File: src/hdl/pidaw_pkg.sv
// Shared types, constants and the microcode program of the PID controller.
// No dependencies; imported by every module of the block.
package pidaw_pkg;

   localparam int FRAC_BITS_DEF  = 16;
   localparam int DATA_WIDTH_DEF = 32;

   localparam int VAL_W     = 32;
   localparam int PERIOD_W  = 31;
   localparam int OPND_W    = VAL_W + 1;
   localparam int PROD_W    = 2 * OPND_W;
   localparam int ACC_W     = PROD_W + 2;
   localparam int STEP_W    = 4;
   localparam int CSR_IDX_W = 3;

   localparam logic signed [VAL_W-1:0]  KP_RST        = 32'sd65536;
   localparam logic signed [VAL_W-1:0]  KI_RST        = 32'sd0;
   localparam logic signed [VAL_W-1:0]  KD_RST        = 32'sd0;
   localparam logic [PERIOD_W-1:0]      PERIOD_RST    = 31'd655;
   localparam logic signed [VAL_W-1:0]  OUT_MIN_RST   = -32'sd6553600;
   localparam logic signed [VAL_W-1:0]  OUT_MAX_RST   = 32'sd6553600;
   localparam logic [PERIOD_W-1:0]      INT_LIMIT_RST = 31'd3276800;

   typedef enum logic [CSR_IDX_W-1:0] {
      CSR_KP, CSR_KI, CSR_KD, CSR_PERIOD, CSR_OUT_MIN, CSR_OUT_MAX, CSR_INT_LIMIT
   } csr_idx_type;

   typedef enum logic [2:0] {
      MUL_NONE, MUL_ERR_DT, MUL_KP_ERR, MUL_KI_INT, MUL_KD_DIFF
   } mul_sel_type;

   typedef enum logic [1:0] {
      ACC_HOLD, ACC_LOAD_INT, ACC_LOAD_PROD, ACC_ADD_PROD
   } acc_op_type;

   typedef struct packed {
      logic              err_we;
      mul_sel_type       mul_sel;
      acc_op_type        acc_op;
      logic              int_we;
      logic              out_we;
      logic              clr_we;
      logic              br_clear;
      logic [STEP_W-1:0] target;
      logic              last;
   } ucode_type;

   typedef struct packed {
      ucode_type word;
      logic      fire;
   } ctl_type;

   typedef struct packed {
      logic signed [VAL_W-1:0] kp;
      logic signed [VAL_W-1:0] ki;
      logic signed [VAL_W-1:0] kd;
      logic [PERIOD_W-1:0]     period;
      logic signed [VAL_W-1:0] out_min;
      logic signed [VAL_W-1:0] out_max;
      logic [PERIOD_W-1:0]     int_limit;
   } cfg_type;

   localparam logic [STEP_W-1:0] ST_ERR     = 4'd0;
   localparam logic [STEP_W-1:0] ST_MUL_DT  = 4'd1;
   localparam logic [STEP_W-1:0] ST_INT_SUM = 4'd2;
   localparam logic [STEP_W-1:0] ST_INT_CLP = 4'd3;
   localparam logic [STEP_W-1:0] ST_MUL_KI  = 4'd4;
   localparam logic [STEP_W-1:0] ST_MUL_KD  = 4'd5;
   localparam logic [STEP_W-1:0] ST_ADD_D   = 4'd6;
   localparam logic [STEP_W-1:0] ST_OUT     = 4'd7;
   localparam logic [STEP_W-1:0] ST_CLEAR   = 4'd8;

   function automatic ucode_type pidaw_ucode(input logic [STEP_W-1:0] step);
      ucode_type uw;
      uw = '0;
      uw.mul_sel = MUL_NONE;
      uw.acc_op  = ACC_HOLD;
      unique case (step)
         ST_ERR: begin
            uw.err_we   = 1'b1;
            uw.br_clear = 1'b1;
            uw.target   = ST_CLEAR;
         end
         ST_MUL_DT: begin
            uw.mul_sel = MUL_ERR_DT;
         end
         ST_INT_SUM: begin
            uw.acc_op  = ACC_LOAD_INT;
            uw.mul_sel = MUL_KP_ERR;
         end
         ST_INT_CLP: begin
            uw.int_we = 1'b1;
            uw.acc_op = ACC_LOAD_PROD;
         end
         ST_MUL_KI: begin
            uw.mul_sel = MUL_KI_INT;
         end
         ST_MUL_KD: begin
            uw.mul_sel = MUL_KD_DIFF;
            uw.acc_op  = ACC_ADD_PROD;
         end
         ST_ADD_D: begin
            uw.acc_op = ACC_ADD_PROD;
         end
         ST_OUT: begin
            uw.out_we = 1'b1;
            uw.last   = 1'b1;
         end
         ST_CLEAR: begin
            uw.clr_we = 1'b1;
            uw.last   = 1'b1;
         end
         default: begin
            uw.last = 1'b1;
         end
      endcase
      return uw;
   endfunction

endpackage

File: src/hdl/pidaw_sequencer.sv
// Microcode sequencer: step counter, program ROM lookup and branch logic.
// Depends on pidaw_pkg.
module pidaw_sequencer
   import pidaw_pkg::*;
(
   input  logic    clock,
   input  logic    reset,
   input  logic    start,
   input  logic    is_clear,
   input  logic    out_hold,
   output logic    busy,
   output ctl_type ctl
);

   logic [STEP_W-1:0] step_ff, step_in;
   logic              busy_ff, busy_in;
   ucode_type         word;
   logic              advance;

   assign word    = pidaw_ucode(step_ff);
   assign advance = busy_ff & ~(word.out_we & out_hold);

   always_comb begin
      step_in = step_ff;
      busy_in = busy_ff;
      priority if (start) begin
         step_in = ST_ERR;
         busy_in = 1'b1;
      end else if (advance) begin
         priority if (word.last) begin
            busy_in = 1'b0;
         end else if (word.br_clear & is_clear) begin
            step_in = word.target;
         end else begin
            step_in = step_ff + 1'b1;
         end
      end else begin
         busy_in = busy_ff;
      end
   end

   always_ff @(posedge clock) begin
      if (reset) begin
         step_ff <= ST_ERR;
         busy_ff <= 1'b0;
      end else begin
         step_ff <= step_in;
         busy_ff <= busy_in;
      end
   end

   assign busy     = busy_ff;
   assign ctl.word = word;
   assign ctl.fire = advance;

endmodule

File: src/hdl/pidaw_datapath.sv
// PID datapath: error saturation, one shared multiplier, accumulator, clamps and state.
// Depends on pidaw_pkg; driven by pidaw_sequencer control words.
module pidaw_datapath
   import pidaw_pkg::*;
#(
   parameter int FRAC_BITS  = FRAC_BITS_DEF,
   parameter int DATA_WIDTH = DATA_WIDTH_DEF
) (
   input  logic                    clock,
   input  logic                    reset,
   input  logic                    load,
   input  logic                    in_clear,
   input  logic signed [VAL_W-1:0] in_setpoint,
   input  logic signed [VAL_W-1:0] in_measured,
   input  cfg_type                 cfg,
   input  ctl_type                 ctl,
   output logic                    is_clear,
   output logic signed [VAL_W-1:0] drive
);

   localparam int ERR_BITS = (DATA_WIDTH < VAL_W) ? DATA_WIDTH : VAL_W;
   localparam logic signed [OPND_W-1:0] ERR_HI =
      (33'sd1 <<< (ERR_BITS - 1)) - 33'sd1;
   localparam logic signed [OPND_W-1:0] ERR_LO = -ERR_HI - 33'sd1;

   logic                     clear_ff;
   logic signed [VAL_W-1:0]  setp_ff, meas_ff;
   logic signed [VAL_W-1:0]  err_ff, err_in;
   logic signed [VAL_W-1:0]  integ_ff, integ_in;
   logic signed [VAL_W-1:0]  last_ff, last_in;
   logic signed [PROD_W-1:0] prod_ff, prod_in;
   logic signed [ACC_W-1:0]  acc_ff, acc_in;
   logic signed [VAL_W-1:0]  drive_ff, drive_in;

   logic signed [OPND_W-1:0] diff, dterm, mul_a, mul_b;
   logic signed [PROD_W-1:0] prod_sh;
   logic signed [ACC_W-1:0]  sh_ext, lim_hi, lim_lo, omin, omax;
   logic signed [VAL_W-1:0]  int_clamped, out_clamped;

   always_ff @(posedge clock) begin
      if (load) begin
         clear_ff <= in_clear;
         setp_ff  <= in_setpoint;
         meas_ff  <= in_measured;
      end
   end

   assign diff = {setp_ff[VAL_W-1], setp_ff} - {meas_ff[VAL_W-1], meas_ff};

   always_comb begin
      priority if (diff > ERR_HI) begin
         err_in = ERR_HI[VAL_W-1:0];
      end else if (diff < ERR_LO) begin
         err_in = ERR_LO[VAL_W-1:0];
      end else begin
         err_in = diff[VAL_W-1:0];
      end
   end

   assign dterm = {err_ff[VAL_W-1], err_ff} - {last_ff[VAL_W-1], last_ff};

   always_comb begin
      unique case (ctl.word.mul_sel)
         MUL_ERR_DT: begin
            mul_a = {err_ff[VAL_W-1], err_ff};
            mul_b = {2'b00, cfg.period};
         end
         MUL_KP_ERR: begin
            mul_a = {cfg.kp[VAL_W-1], cfg.kp};
            mul_b = {err_ff[VAL_W-1], err_ff};
         end
         MUL_KI_INT: begin
            mul_a = {cfg.ki[VAL_W-1], cfg.ki};
            mul_b = {integ_ff[VAL_W-1], integ_ff};
         end
         MUL_KD_DIFF: begin
            mul_a = {cfg.kd[VAL_W-1], cfg.kd};
            mul_b = dterm;
         end
         default: begin
            mul_a = '0;
            mul_b = '0;
         end
      endcase
   end

   assign prod_in = mul_a * mul_b;
   assign prod_sh = prod_ff >>> FRAC_BITS;
   assign sh_ext  = {{(ACC_W-PROD_W){prod_sh[PROD_W-1]}}, prod_sh};

   always_comb begin
      unique case (ctl.word.acc_op)
         ACC_LOAD_INT:  acc_in = {{(ACC_W-VAL_W){integ_ff[VAL_W-1]}}, integ_ff} + sh_ext;
         ACC_LOAD_PROD: acc_in = sh_ext;
         ACC_ADD_PROD:  acc_in = acc_ff + sh_ext;
         default:       acc_in = acc_ff;
      endcase
   end

   // integral clamp to +/- limit
   assign lim_hi = {{(ACC_W-PERIOD_W){1'b0}}, cfg.int_limit};
   assign lim_lo = -lim_hi;

   always_comb begin
      priority if (acc_ff > lim_hi) begin
         int_clamped = lim_hi[VAL_W-1:0];
      end else if (acc_ff < lim_lo) begin
         int_clamped = lim_lo[VAL_W-1:0];
      end else begin
         int_clamped = acc_ff[VAL_W-1:0];
      end
   end

   // output clamp; above out_max wins when the limits cross
   assign omax = {{(ACC_W-VAL_W){cfg.out_max[VAL_W-1]}}, cfg.out_max};
   assign omin = {{(ACC_W-VAL_W){cfg.out_min[VAL_W-1]}}, cfg.out_min};

   always_comb begin
      priority if (acc_ff > omax) begin
         out_clamped = cfg.out_max;
      end else if (acc_ff < omin) begin
         out_clamped = cfg.out_min;
      end else begin
         out_clamped = acc_ff[VAL_W-1:0];
      end
   end

   always_comb begin
      integ_in = integ_ff;
      last_in  = last_ff;
      drive_in = drive_ff;
      if (ctl.fire) begin
         if (ctl.word.int_we) begin
            integ_in = int_clamped;
         end
         if (ctl.word.out_we) begin
            drive_in = out_clamped;
            last_in  = err_ff;
         end
         if (ctl.word.clr_we) begin
            integ_in = '0;
            last_in  = '0;
         end
      end
   end

   always_ff @(posedge clock) begin
      if (reset) begin
         integ_ff <= '0;
         last_ff  <= '0;
      end else begin
         integ_ff <= integ_in;
         last_ff  <= last_in;
      end
   end

   always_ff @(posedge clock) begin
      drive_ff <= drive_in;
      if (ctl.fire && ctl.word.err_we) begin
         err_ff <= err_in;
      end
      if (ctl.fire && ctl.word.mul_sel != MUL_NONE) begin
         prod_ff <= prod_in;
      end
      if (ctl.fire) begin
         acc_ff <= acc_in;
      end
   end

   assign is_clear = clear_ff;
   assign drive    = drive_ff;

endmodule

File: src/hdl/pid_controller_anti_windup.sv
// PID controller with integral clamp, signed Q16.16 fixed point.
// Request channel: req_valid/req_stall carry req_type (0 compute, 1 clear),
//   req_setpoint and req_measured. req_stall is high while a request is in work.
// Response channel: rsp_valid/rsp_stall carry rsp_drive, one response per
//   compute request and none for a clear request.
// Config: csr_write_en, csr_index, csr_wdata write gains, sample period, output
//   limits and integral limit; write only while the block is idle.
// Sequencing: a compute request runs an 8-step microprogram on one shared
//   multiplier; rsp_valid rises once its last step writes the output register,
//   and the next request can be taken only after that last step has run.
//   A clear request runs 2 steps; no request is taken while one is in work.
// A finished response waits in its output register; the next request is
//   accepted meanwhile, and its final step holds while rsp_stall keeps the
//   previous response in place.
// Reset: synchronous, active high; clears integral, previous error, rsp_valid and the
//   sequencer and restores the config registers to their defaults; other data registers are not reset.
// Depends on pidaw_pkg, pidaw_sequencer, pidaw_datapath.
module pid_controller_anti_windup
   import pidaw_pkg::*;
#(
   parameter int FRAC_BITS  = FRAC_BITS_DEF,
   parameter int DATA_WIDTH = DATA_WIDTH_DEF
) (
   input  logic                        clock,
   input  logic                        reset,
   input  logic                        req_valid,
   output logic                        req_stall,
   input  logic                        req_type,
   input  logic signed [VAL_W-1:0]     req_setpoint,
   input  logic signed [VAL_W-1:0]     req_measured,
   output logic                        rsp_valid,
   input  logic                        rsp_stall,
   output logic signed [VAL_W-1:0]     rsp_drive,
   input  logic                        csr_write_en,
   input  logic [CSR_IDX_W-1:0]        csr_index,
   input  logic [VAL_W-1:0]            csr_wdata
);

   cfg_type cfg_ff, cfg_in;
   logic    rsp_valid_ff, rsp_valid_in;
   logic    busy, accept, is_clear, out_hold;
   ctl_type ctl;

   always_comb begin
      cfg_in = cfg_ff;
      if (csr_write_en) begin
         unique case (csr_idx_type'(csr_index))
            CSR_KP:        cfg_in.kp        = csr_wdata;
            CSR_KI:        cfg_in.ki        = csr_wdata;
            CSR_KD:        cfg_in.kd        = csr_wdata;
            CSR_PERIOD:    cfg_in.period    = csr_wdata[PERIOD_W-1:0];
            CSR_OUT_MIN:   cfg_in.out_min   = csr_wdata;
            CSR_OUT_MAX:   cfg_in.out_max   = csr_wdata;
            CSR_INT_LIMIT: cfg_in.int_limit = csr_wdata[PERIOD_W-1:0];
            default:       cfg_in = cfg_ff;
         endcase
      end
   end

   always_ff @(posedge clock) begin
      if (reset) begin
         cfg_ff.kp        <= KP_RST;
         cfg_ff.ki        <= KI_RST;
         cfg_ff.kd        <= KD_RST;
         cfg_ff.period    <= PERIOD_RST;
         cfg_ff.out_min   <= OUT_MIN_RST;
         cfg_ff.out_max   <= OUT_MAX_RST;
         cfg_ff.int_limit <= INT_LIMIT_RST;
      end else begin
         cfg_ff <= cfg_in;
      end
   end

   assign req_stall = busy;
   assign accept    = req_valid & ~busy;
   assign out_hold  = rsp_valid_ff & rsp_stall;

   always_comb begin
      rsp_valid_in = rsp_valid_ff & rsp_stall;
      if (ctl.fire && ctl.word.out_we) begin
         rsp_valid_in = 1'b1;
      end
   end

   always_ff @(posedge clock) begin
      if (reset) begin
         rsp_valid_ff <= 1'b0;
      end else begin
         rsp_valid_ff <= rsp_valid_in;
      end
   end

   assign rsp_valid = rsp_valid_ff;

   pidaw_sequencer u_seq (
      .clock    (clock),
      .reset    (reset),
      .start    (accept),
      .is_clear (is_clear),
      .out_hold (out_hold),
      .busy     (busy),
      .ctl      (ctl)
   );

   pidaw_datapath #(
      .FRAC_BITS  (FRAC_BITS),
      .DATA_WIDTH (DATA_WIDTH)
   ) u_dp (
      .clock       (clock),
      .reset       (reset),
      .load        (accept),
      .in_clear    (req_type),
      .in_setpoint (req_setpoint),
      .in_measured (req_measured),
      .cfg         (cfg_ff),
      .ctl         (ctl),
      .is_clear    (is_clear),
      .drive       (rsp_drive)
   );

endmodule

File: config.mk
export PLATFORM = sky130hd
export DESIGN_NAME = pid_controller_anti_windup
export DESIGN_NICKNAME = d
export VERILOG_FILES = /design/src/hdl/pidaw_pkg.sv /design/src/hdl/pidaw_sequencer.sv /design/src/hdl/pidaw_datapath.sv /design/src/hdl/pid_controller_anti_windup.sv
export SDC_FILE = /design/constraint.sdc
export NUM_CORES = 2
export LEC_CHECK = 0
export BUFFER_PORTS_ARGS = -buffer_cell sky130_fd_sc_hd__buf_2
export CORE_MARGIN = 2
export CORE_UTILIZATION = 41
export CTS_CLUSTER_DIAMETER = 200
export DETAILED_ROUTE_END_ITERATION = 6
export GPL_TIMING_DRIVEN = 0
export PLACE_DENSITY = 0.68
export SYNTH_ARGS = -nofsm -noshare
export SYNTH_HDL_FRONTEND = slang
export SYNTH_SLANG_ARGS = --single-unit
export TNS_END_PERCENT = 50
File: constraint.sdc
create_clock -name clock -period 24.7 [get_ports clock]
set_input_delay 3.705 -clock clock [delete_from_list [all_inputs] [get_ports clock]]
set_output_delay 3.705 -clock clock [all_outputs]
set_load 0.02 [all_outputs]
# Word-level counts from Yosys, hierarchy flattened
# Cells that the tools add are included.
word_totals:
  in_bits: 105
  out_inout_bits: 34
  word_cells: 111
  register_bits: 555
classes:
  mul: 1
  n_eq_ne: 22
  mux: 24
  order_cmp: 6
  n_reduce_logical: 26
  n_addsub: 6
  n_bitwise: 7
op_table:
  columns: ["cell", "n"]
  rows:
  - ["32-bit 2-to-1 mux", 9]
  - ["33-bit case mux with 4 select lines", 2]
  - ["68-bit case mux with 3 select lines", 1]
  - ["68-bit by 32-bit > comparator with 1-bit output", 2]
  - ["68-bit by 50-bit adder with 68-bit output", 1]
  - ["68-bit by 32-bit less-than comparator with 1-bit output", 1]
  - ["68-bit less-than comparator", 1]
  - ["31-bit negator with 68-bit output", 1]
  - ["33-bit by 33-bit multiplier with 66-bit output", 1]
  - ["32-bit by 32-bit subtractor with 33-bit output", 2]
  - ["32-bit by 50-bit adder with 51-bit output", 1]
  - ["33-bit by 32-bit > comparator with 1-bit output (second input constant)", 1]
  - ["33-bit by 32-bit less-than comparator with 1-bit output (second input constant)", 1]
  - ["2-bit AND reduction", 13]
  - ["4-bit by 3-bit == test with 1-bit output (second input constant)", 4]
  - ["3-bit by 2-bit == test with 1-bit output (second input constant)", 4]
  - ["3-bit == test (second input constant)", 4]
  - ["3-bit case mux with 4 select lines", 1]
  - ["4-bit by 2-bit == test with 1-bit output (second input constant)", 2]
  - ["1-bit 2-to-1 mux", 8]
  - ["7-bit OR reduction", 1]
  - ["3-bit by 1-bit == test with 1-bit output (second input constant)", 2]
  - ["2-bit case mux with 3 select lines", 1]
  - ["2-bit nonzero test", 3]
  - ["15 further kinds", 25]

# Logic depth before layout (Yosys ltp)
logic_depth:
  word_depth: 7
  mapped_depth: 43
  mapped_depth_nobuf: 41

# By module
# A second synthesis with hierarchy kept.
unflattened:
  hier_cells: 8220
  area_unflattened_um2: 75650.1
by_module_without_submodules:
  columns: ["module", "area_per_inst_um2", "cells_per_inst", "n_inst", "seq_area_each_um2"]
  rows:
  - ["pidaw_datapath", 66381.2, 7357, 1, 8698.3]
  - ["pid_controller_anti_windup", 8765.9, 796, 1, 4464.3]
  - ["pidaw_sequencer", 503.0, 67, 1, 100.1]

# Least setup slack after synthesis
# Ideal clock, no wire load.
synth_timing:
  path_kind: "reg2reg"
  from: "register u_dp.err_ff[12]"
  to: "register u_dp.prod_ff[62] (data pin)"
  arrival_ns: 9.533
  path_buffers: 1
  setup_time_ns: 0.262
  synth_period_minus_slack_ns: 9.795
  setup_slack_ns: 14.905
  stages_incl_launch_ff: 38
  required_time_ns: 24.438
  cell_sequence: "edfxtp_1 > ha_1 > a21o_1 > a21o_1 > a21oi_1 > inv_1 > a311o_1 > a31oi_1 > a31oi_1 > a211o_1 > xnor2_1 > o21ai_0 > clkbuf_1 > nand2_1 > fa_1 > inv_1 > fa_1 > fa_1 > [2 not listed] > fa_1 > inv_1 > fa_1 > fa_1 > inv_1 > ha_1 > a21o_1 > a21o_1 > a21oi_1 > o21ai_0 > a21o_1 > a41oi_1 > o211a_2 > a21boi_2 > a41o_1 > a221oi_2 > o21bai_1 > xor2_1"
synth_via:
  elab_chain_len: 3
  elab_cells_between_ends: 4
  classes_between: "add/sub (1); mul (1); mux (2)"
synth_rtl:
  columns: ["element", "line", "text"]
  rows:
  - ["start, declared", "pidaw_datapath.sv:28", "logic signed [VAL_W-1:0] err_ff, err_in;"]
  - ["start signal, assigned", "pidaw_datapath.sv:160", "err_ff <= err_in;"]
  - ["32-bit by 32-bit subtractor with 33-bit output", "pidaw_datapath.sv:60", "assign dterm = {err_ff[VAL_W-1], err_ff} - {last_ff[VAL_W-1], last_ff};"]
  - ["33-bit case mux with 4 select lines", "pidaw_datapath.sv:63", "unique case (ctl.word.mul_sel)"]
  - ["33-bit by 33-bit multiplier with 66-bit output (*)", "pidaw_datapath.sv:87", "assign prod_in = mul_a * mul_b;"]
  - ["named net u_dp.prod_in[62]", "pidaw_datapath.sv:31", "logic signed [PROD_W-1:0] prod_ff, prod_in;"]
  - ["end signal, assigned", "pidaw_datapath.sv:163", "prod_ff <= prod_in;"]
  - ["end, declared", "pidaw_datapath.sv:31", null]
# Mark *: on every way through the listed nets, which the timed path passes. The rest lies on a longest branch.
# A chain may end at the register's enable or synchronous reset.

# Final worst setup path
layout_timing:
  from: "register u_seq.step_ff[0]"
  to: "register u_dp.prod_ff[56] (data pin)"
layout_via:
  elab_chain_len: 5
  elab_cells_between_ends: 12
  classes_between: "mul (1); eq/ne (8); mux (3)"
layout_rtl:
  columns: ["element", "line", "text"]
  rows:
  - ["start, declared", "pidaw_sequencer.sv:15", "logic [STEP_W-1:0] step_ff, step_in;"]
  - ["start signal, assigned", "pidaw_sequencer.sv:47", "step_ff <= step_in;"]
  - ["4-bit by 3-bit == test with 1-bit output, or another cell as far along", "pidaw_pkg.sv:78", "unique case (step)"]
  - ["3-bit case mux with 4 select lines (*)", "pidaw_pkg.sv:78", null]
  - ["3-bit == test, or another cell as far along", "pidaw_datapath.sv:63", null]
  - ["33-bit case mux with 4 select lines", "pidaw_datapath.sv:63", null]
  - ["33-bit by 33-bit multiplier with 66-bit output (*)", "pidaw_datapath.sv:87", null]
  - ["named net u_dp.prod_in[56]", "pidaw_datapath.sv:31", null]
# Marked as above.

==> out/results.txt <==
The number of cells on the worst reg-to-reg path is 38. The worst setup path is of the reg -> reg kind. After detailed routing, the number of remaining DRC violations is 4. In this run the worst path has a maximum fanout of 10.

The synthesized design contains 539 register bits. After global routing the overflow that remains totals 0. From synthesis to final layout, the design area changed by 8.10%. In this run the worst hold path is classified as reg -> reg.

Dividing the detail-routed via count by the number of cells gives 5.79. Together, buffers and inverters on the worst path number 11. The die covers 0.183 mm^2.

Setup repair after global routing left no endpoint under its margin. The category of the worst setup path capture point is a flop. The run gives 7 as the total iterations of the first detailed-routing run. The routed via count came out at 63.5k. The number of gates resized after CTS was 0.

The final worst-path setup slack was 10,880 ps. Once the clock tree was built, the setup fixing pass inserted 0 buffers. The number of max-slew violations in the final report was 41; the total power was 2.49 mW. The run gives 62.9k as the via count of the first global-routing pass. The number of hold violations in the final report came out at 0. In the synthesized netlist the dominant register cell turns out to be sky130_fd_sc_hd__dfxtp_1. Fraction of the cycle the final worst path needs: 56.0%.

139 I/O pins were placed. Synthesis produced a netlist with a net count of 10.2k. For the initial antenna violation count, the log shows 21. For this design, the sink count on the clock tree is 539. The logs give 8,326 for the gate count after technology mapping and 11,220 ps for the pre-CTS setup slack.

For this configuration, the core starts out at a cell density of 41.2%. Data on the critical path is required at its endpoint by 25,100 ps. After clock tree synthesis, the clock-pin slew on the worst setup and hold paths is 60 ps.

Input and output buffers added on the ports amount to 135. The worst hold path terminates at cfg_ff[113]. Summed over all layers, the routed wires come to 283,000 um. The cell family contributing the most delay on the critical path is adder cells.

Cell repeated most along the worst path: sky130_fd_sc_hd__fa_1. For the number of cell rows, the log shows 155. Setup violations remaining at the end of the flow were counted as 0. Clock tree synthesis inserted a total of 59 buffers. The fraction of registers with async set or reset after synthesis is 0%, and the number of max-cap violations is 6. IR analysis of the VDD net gives a maximum drop of 0.0587 mV. The tools report the startpoint class of the critical path as a flop. Buffers inserted to repair hold after CTS numbered 0.

The worst hold path passes through 2 cells. For this run, the slowest stage of the critical path takes 940 ps. At the later pin of the worst-skew pair, clock insertion delay measures 700 ps. The post-synthesis average cell area is 8.84 um^2. The startpoint of the most critical register-to-register path was u_seq.step_ff[0]. The worst hold path begins at cfg_ff[113].

For this design the static power due to leakage is 36.8 nW. Sequential elements use 18.0% of the synthesized area. Normalized max-slew margin: -11.9%. The clock tree skew after final layout was 46.2 ps; the maximum clock frequency was 72.3 MHz. The run gives 2 as the depth of the CTS H-tree. The logs give 10,880 ps for the setup slack of the most critical reg-to-reg path and 30.7% for the total global-route track usage.

The data arrival time of the critical path is 14,220 ps. The slowest cell on the critical path was sky130_fd_sc_hd__clkbuf_1. In this run the cell area of the synthesized design comes to 0.0736 mm^2. The detail route stage leaves a number of antenna-violating nets equal to 0. Sum of negative setup slack: 0 ps. For the maximum number of pins on one net before global-route repair, the log shows 39. The die outline width came out at 428 um.

The root buffer cell chosen for the clock tree is sky130_fd_sc_hd__clkbuf_16. At the end of routability-driven placement, the weighted congestion stood at 1.08. In this run the deepest clock path goes through 3 buffers.

The flow ran to the end, but the final reports show violations. The floorplan step defined a core boundary enclosing 0.178 mm^2. The overall die height was 428 um. The fraction of final layout cells sized beyond drive strength 1 was 4.09%; the total of warnings raised by yosys was 0.

In this run, distinct cell masters in the synthesized netlist total 91. The worst register-to-register path ends at u_dp.prod_ff[56]. Clock period minus final worst setup slack: 13,820 ps. For this design the ratio of total power to cell area is 31.3 mW/mm^2. The checks that failed: DRC, capacitance limit, slew limit. For this block, the initial DRC count from the detailed router was 7,339. The number of enable flip-flop cells after synthesis works out to 247.

Worst-margin pin slew: 1660 ps. The sum of net half-perimeters after detailed placement came out at 234,000 um. In the final design database the tool counted 10.4k nets. TritonCTS built the clock tree. The wire length of the first global-routing pass came out at 411,000 um. In the final routed layout, each cell accounts on average for 25.8 um.
## flip-flops by register name, indices dropped and copies added, names as in the netlist, 4 cells and up
name,flops
u_seq.step_ff,4
u_dp.prod_ff,50
u_dp.acc_ff,68
u_dp.err_ff,32
u_dp.drive,32
cfg_ff,222
u_dp.integ_ff,32
u_dp.meas_ff,32
u_dp.last_ff,32
u_dp.setp_ff,32
## layer usage
metal | global-route usage (%) | share of wire [%]
met5 | 0 | 0.032
met4 | 16.8 | 6.9
met3 | 9.54 | 12
met2 | 44.8 | 41
met1 | 40.4 | 40
## how the worst max path moves through the flow
stage                          start          endpoint  cells after the start
floorplan            u_dp.err_ff[12]  u_dp.prod_ff[62]                     37
global placement    u_seq.step_ff[0]  u_dp.prod_ff[56]                     35
detailed placement  u_seq.step_ff[0]  u_dp.prod_ff[56]                     35
CTS                 u_seq.step_ff[0]  u_dp.prod_ff[56]                     35
global route        u_seq.step_ff[1]  u_dp.prod_ff[51]                     35
finish              u_seq.step_ff[0]  u_dp.prod_ff[56]                     38
## cell usage in the layout, fill, tap and decap left out, types with 46 or more instances in the layout
| cell | netlist | final |
|---|---|---|
| sky130_fd_sc_hd__a21o_1 | 226 | 226 |
| sky130_fd_sc_hd__a21oi_1 | 512 | 511 |
| sky130_fd_sc_hd__a22oi_1 | 80 | 80 |
| sky130_fd_sc_hd__and2_1 | 101 | 101 |
| sky130_fd_sc_hd__buf_2 | 20 | 156 |
| sky130_fd_sc_hd__clkbuf_1 | 340 | 349 |
| sky130_fd_sc_hd__clkbuf_16 | 0 | 61 |
| sky130_fd_sc_hd__dfxtp_1 | 292 | 292 |
| sky130_fd_sc_hd__edfxtp_1 | 247 | 247 |
| sky130_fd_sc_hd__fa_1 | 1125 | 1125 |
| sky130_fd_sc_hd__ha_1 | 632 | 632 |
| sky130_fd_sc_hd__inv_1 | 1344 | 1343 |
| sky130_fd_sc_hd__mux2i_1 | 49 | 49 |
| sky130_fd_sc_hd__nand2_1 | 1541 | 1541 |
| sky130_fd_sc_hd__nand2b_1 | 52 | 52 |
| sky130_fd_sc_hd__nand3_1 | 62 | 62 |
| sky130_fd_sc_hd__nand4_1 | 103 | 103 |
| sky130_fd_sc_hd__nor2_1 | 382 | 382 |
| sky130_fd_sc_hd__nor2b_1 | 61 | 60 |
| sky130_fd_sc_hd__nor3_1 | 48 | 46 |
| sky130_fd_sc_hd__nor4_1 | 49 | 49 |
| sky130_fd_sc_hd__o21ai_0 | 251 | 249 |
| sky130_fd_sc_hd__o21bai_1 | 49 | 49 |
| sky130_fd_sc_hd__xnor2_1 | 150 | 150 |
| sky130_fd_sc_hd__xor2_1 | 89 | 89 |
## logic make-up after synthesis
kind of cell,Yosys count,share of synthesized area [%]
muxes,67,0.942
DFF,539,18.0
AOI/OAI and AO/OA,1468,12.9
xor gates and xnor gates,239,2.84
and+or+nand+nor,2535,15.1
buffers and inverters,1716,8.79
adders and majority gates,1762,41.4
## cell usage after synthesis (9+ instances only)
cell	count	share of area [%]
sky130_fd_sc_hd__buf_1	12	0.061
sky130_fd_sc_hd__a31oi_1	24	0.20
sky130_fd_sc_hd__a21o_1	226	2.3
sky130_fd_sc_hd__a221o_1	29	0.39
sky130_fd_sc_hd__nand4_1	103	0.88
sky130_fd_sc_hd__nand3b_1	29	0.30
sky130_fd_sc_hd__fa_1	1125	31
sky130_fd_sc_hd__nand3_1	62	0.42
sky130_fd_sc_hd__a22oi_1	80	0.82
sky130_fd_sc_hd__xor2_1	89	1.1
sky130_fd_sc_hd__dfxtp_1	292	7.9
sky130_fd_sc_hd__o21a_1	34	0.35
sky130_fd_sc_hd__xnor2_1	150	1.8
sky130_fd_sc_hd__nor2b_1	61	0.52
sky130_fd_sc_hd__and2_1	101	0.86
sky130_fd_sc_hd__nor4_1	49	0.42
sky130_fd_sc_hd__nand2_1	1541	7.9
sky130_fd_sc_hd__or3_1	12	0.10
sky130_fd_sc_hd__nor2_1	382	1.9
sky130_fd_sc_hd__inv_1	1344	6.9
sky130_fd_sc_hd__a31o_2	12	0.14
sky130_fd_sc_hd__and3_1	27	0.23
sky130_fd_sc_hd__nand2b_1	52	0.44
sky130_fd_sc_hd__o31a_1	9	0.11
sky130_fd_sc_hd__a221oi_1	10	0.12
sky130_fd_sc_hd__o221ai_1	14	0.17
sky130_fd_sc_hd__and4_1	34	0.40
sky130_fd_sc_hd__o21bai_1	49	0.50
sky130_fd_sc_hd__edfxtp_1	247	10
sky130_fd_sc_hd__a222oi_1	31	0.42
sky130_fd_sc_hd__a211oi_1	30	0.31
sky130_fd_sc_hd__o31ai_1	11	0.11
sky130_fd_sc_hd__ha_1	632	11
sky130_fd_sc_hd__o21ai_1	25	0.17
sky130_fd_sc_hd__o21ai_0	251	1.7
sky130_fd_sc_hd__mux2_2	18	0.28
sky130_fd_sc_hd__a22o_1	9	0.11
sky130_fd_sc_hd__buf_2	20	0.14
sky130_fd_sc_hd__nor3_1	48	0.33
sky130_fd_sc_hd__mux2i_1	49	0.67
sky130_fd_sc_hd__a21oi_1	512	3.5
sky130_fd_sc_hd__o211ai_1	16	0.16
sky130_fd_sc_hd__clkbuf_1	340	1.7
sky130_fd_sc_hd__a211o_1	17	0.20
## worst register-to-register path: cells and delay by family, from the launching register on
family,cells,cell delay (ps)
adder cells (fa/ha/maj),10,4760
buffers and inverters,11,3340
AO/OA/AOI/OAI,8,2660
AND/OR/NAND/NOR,9,2510
flip-flops,1,330
## metrics by stage
step	instance area (um^2)	hold WS, ps	cells	util, %
final	79500	457	11000	44.6
after floorplan	73600	432	8326	-
after global routing	79500	472	10900	44.6
after detailed placement	77500	445	10800	43.4
after CTS	79500	455	10900	44.5
after global placement	77200	442	10800	43.3
## where the power goes
part | switching (mW) | leakage, nW | internal [mW]
sequential | 0.0361 | 4.56 | 0.968
clock | 0.413 | 0.965 | 0.515
combinational | 0.387 | 31.3 | 0.170
## area by class of cell
cell class                 instances  area [um^2]
antenna                            9         22.5
buffer                           372         1420
clock buffer                      77         1640
clock inverter                    35          353
fill                           17400        98900
inverter                        1344         5040
multi-input combinational       6071        53900
sequential                       539        13300
tap                             2355         2950
timing repair buffer             153          943
(Power assumes the default switching activity.)
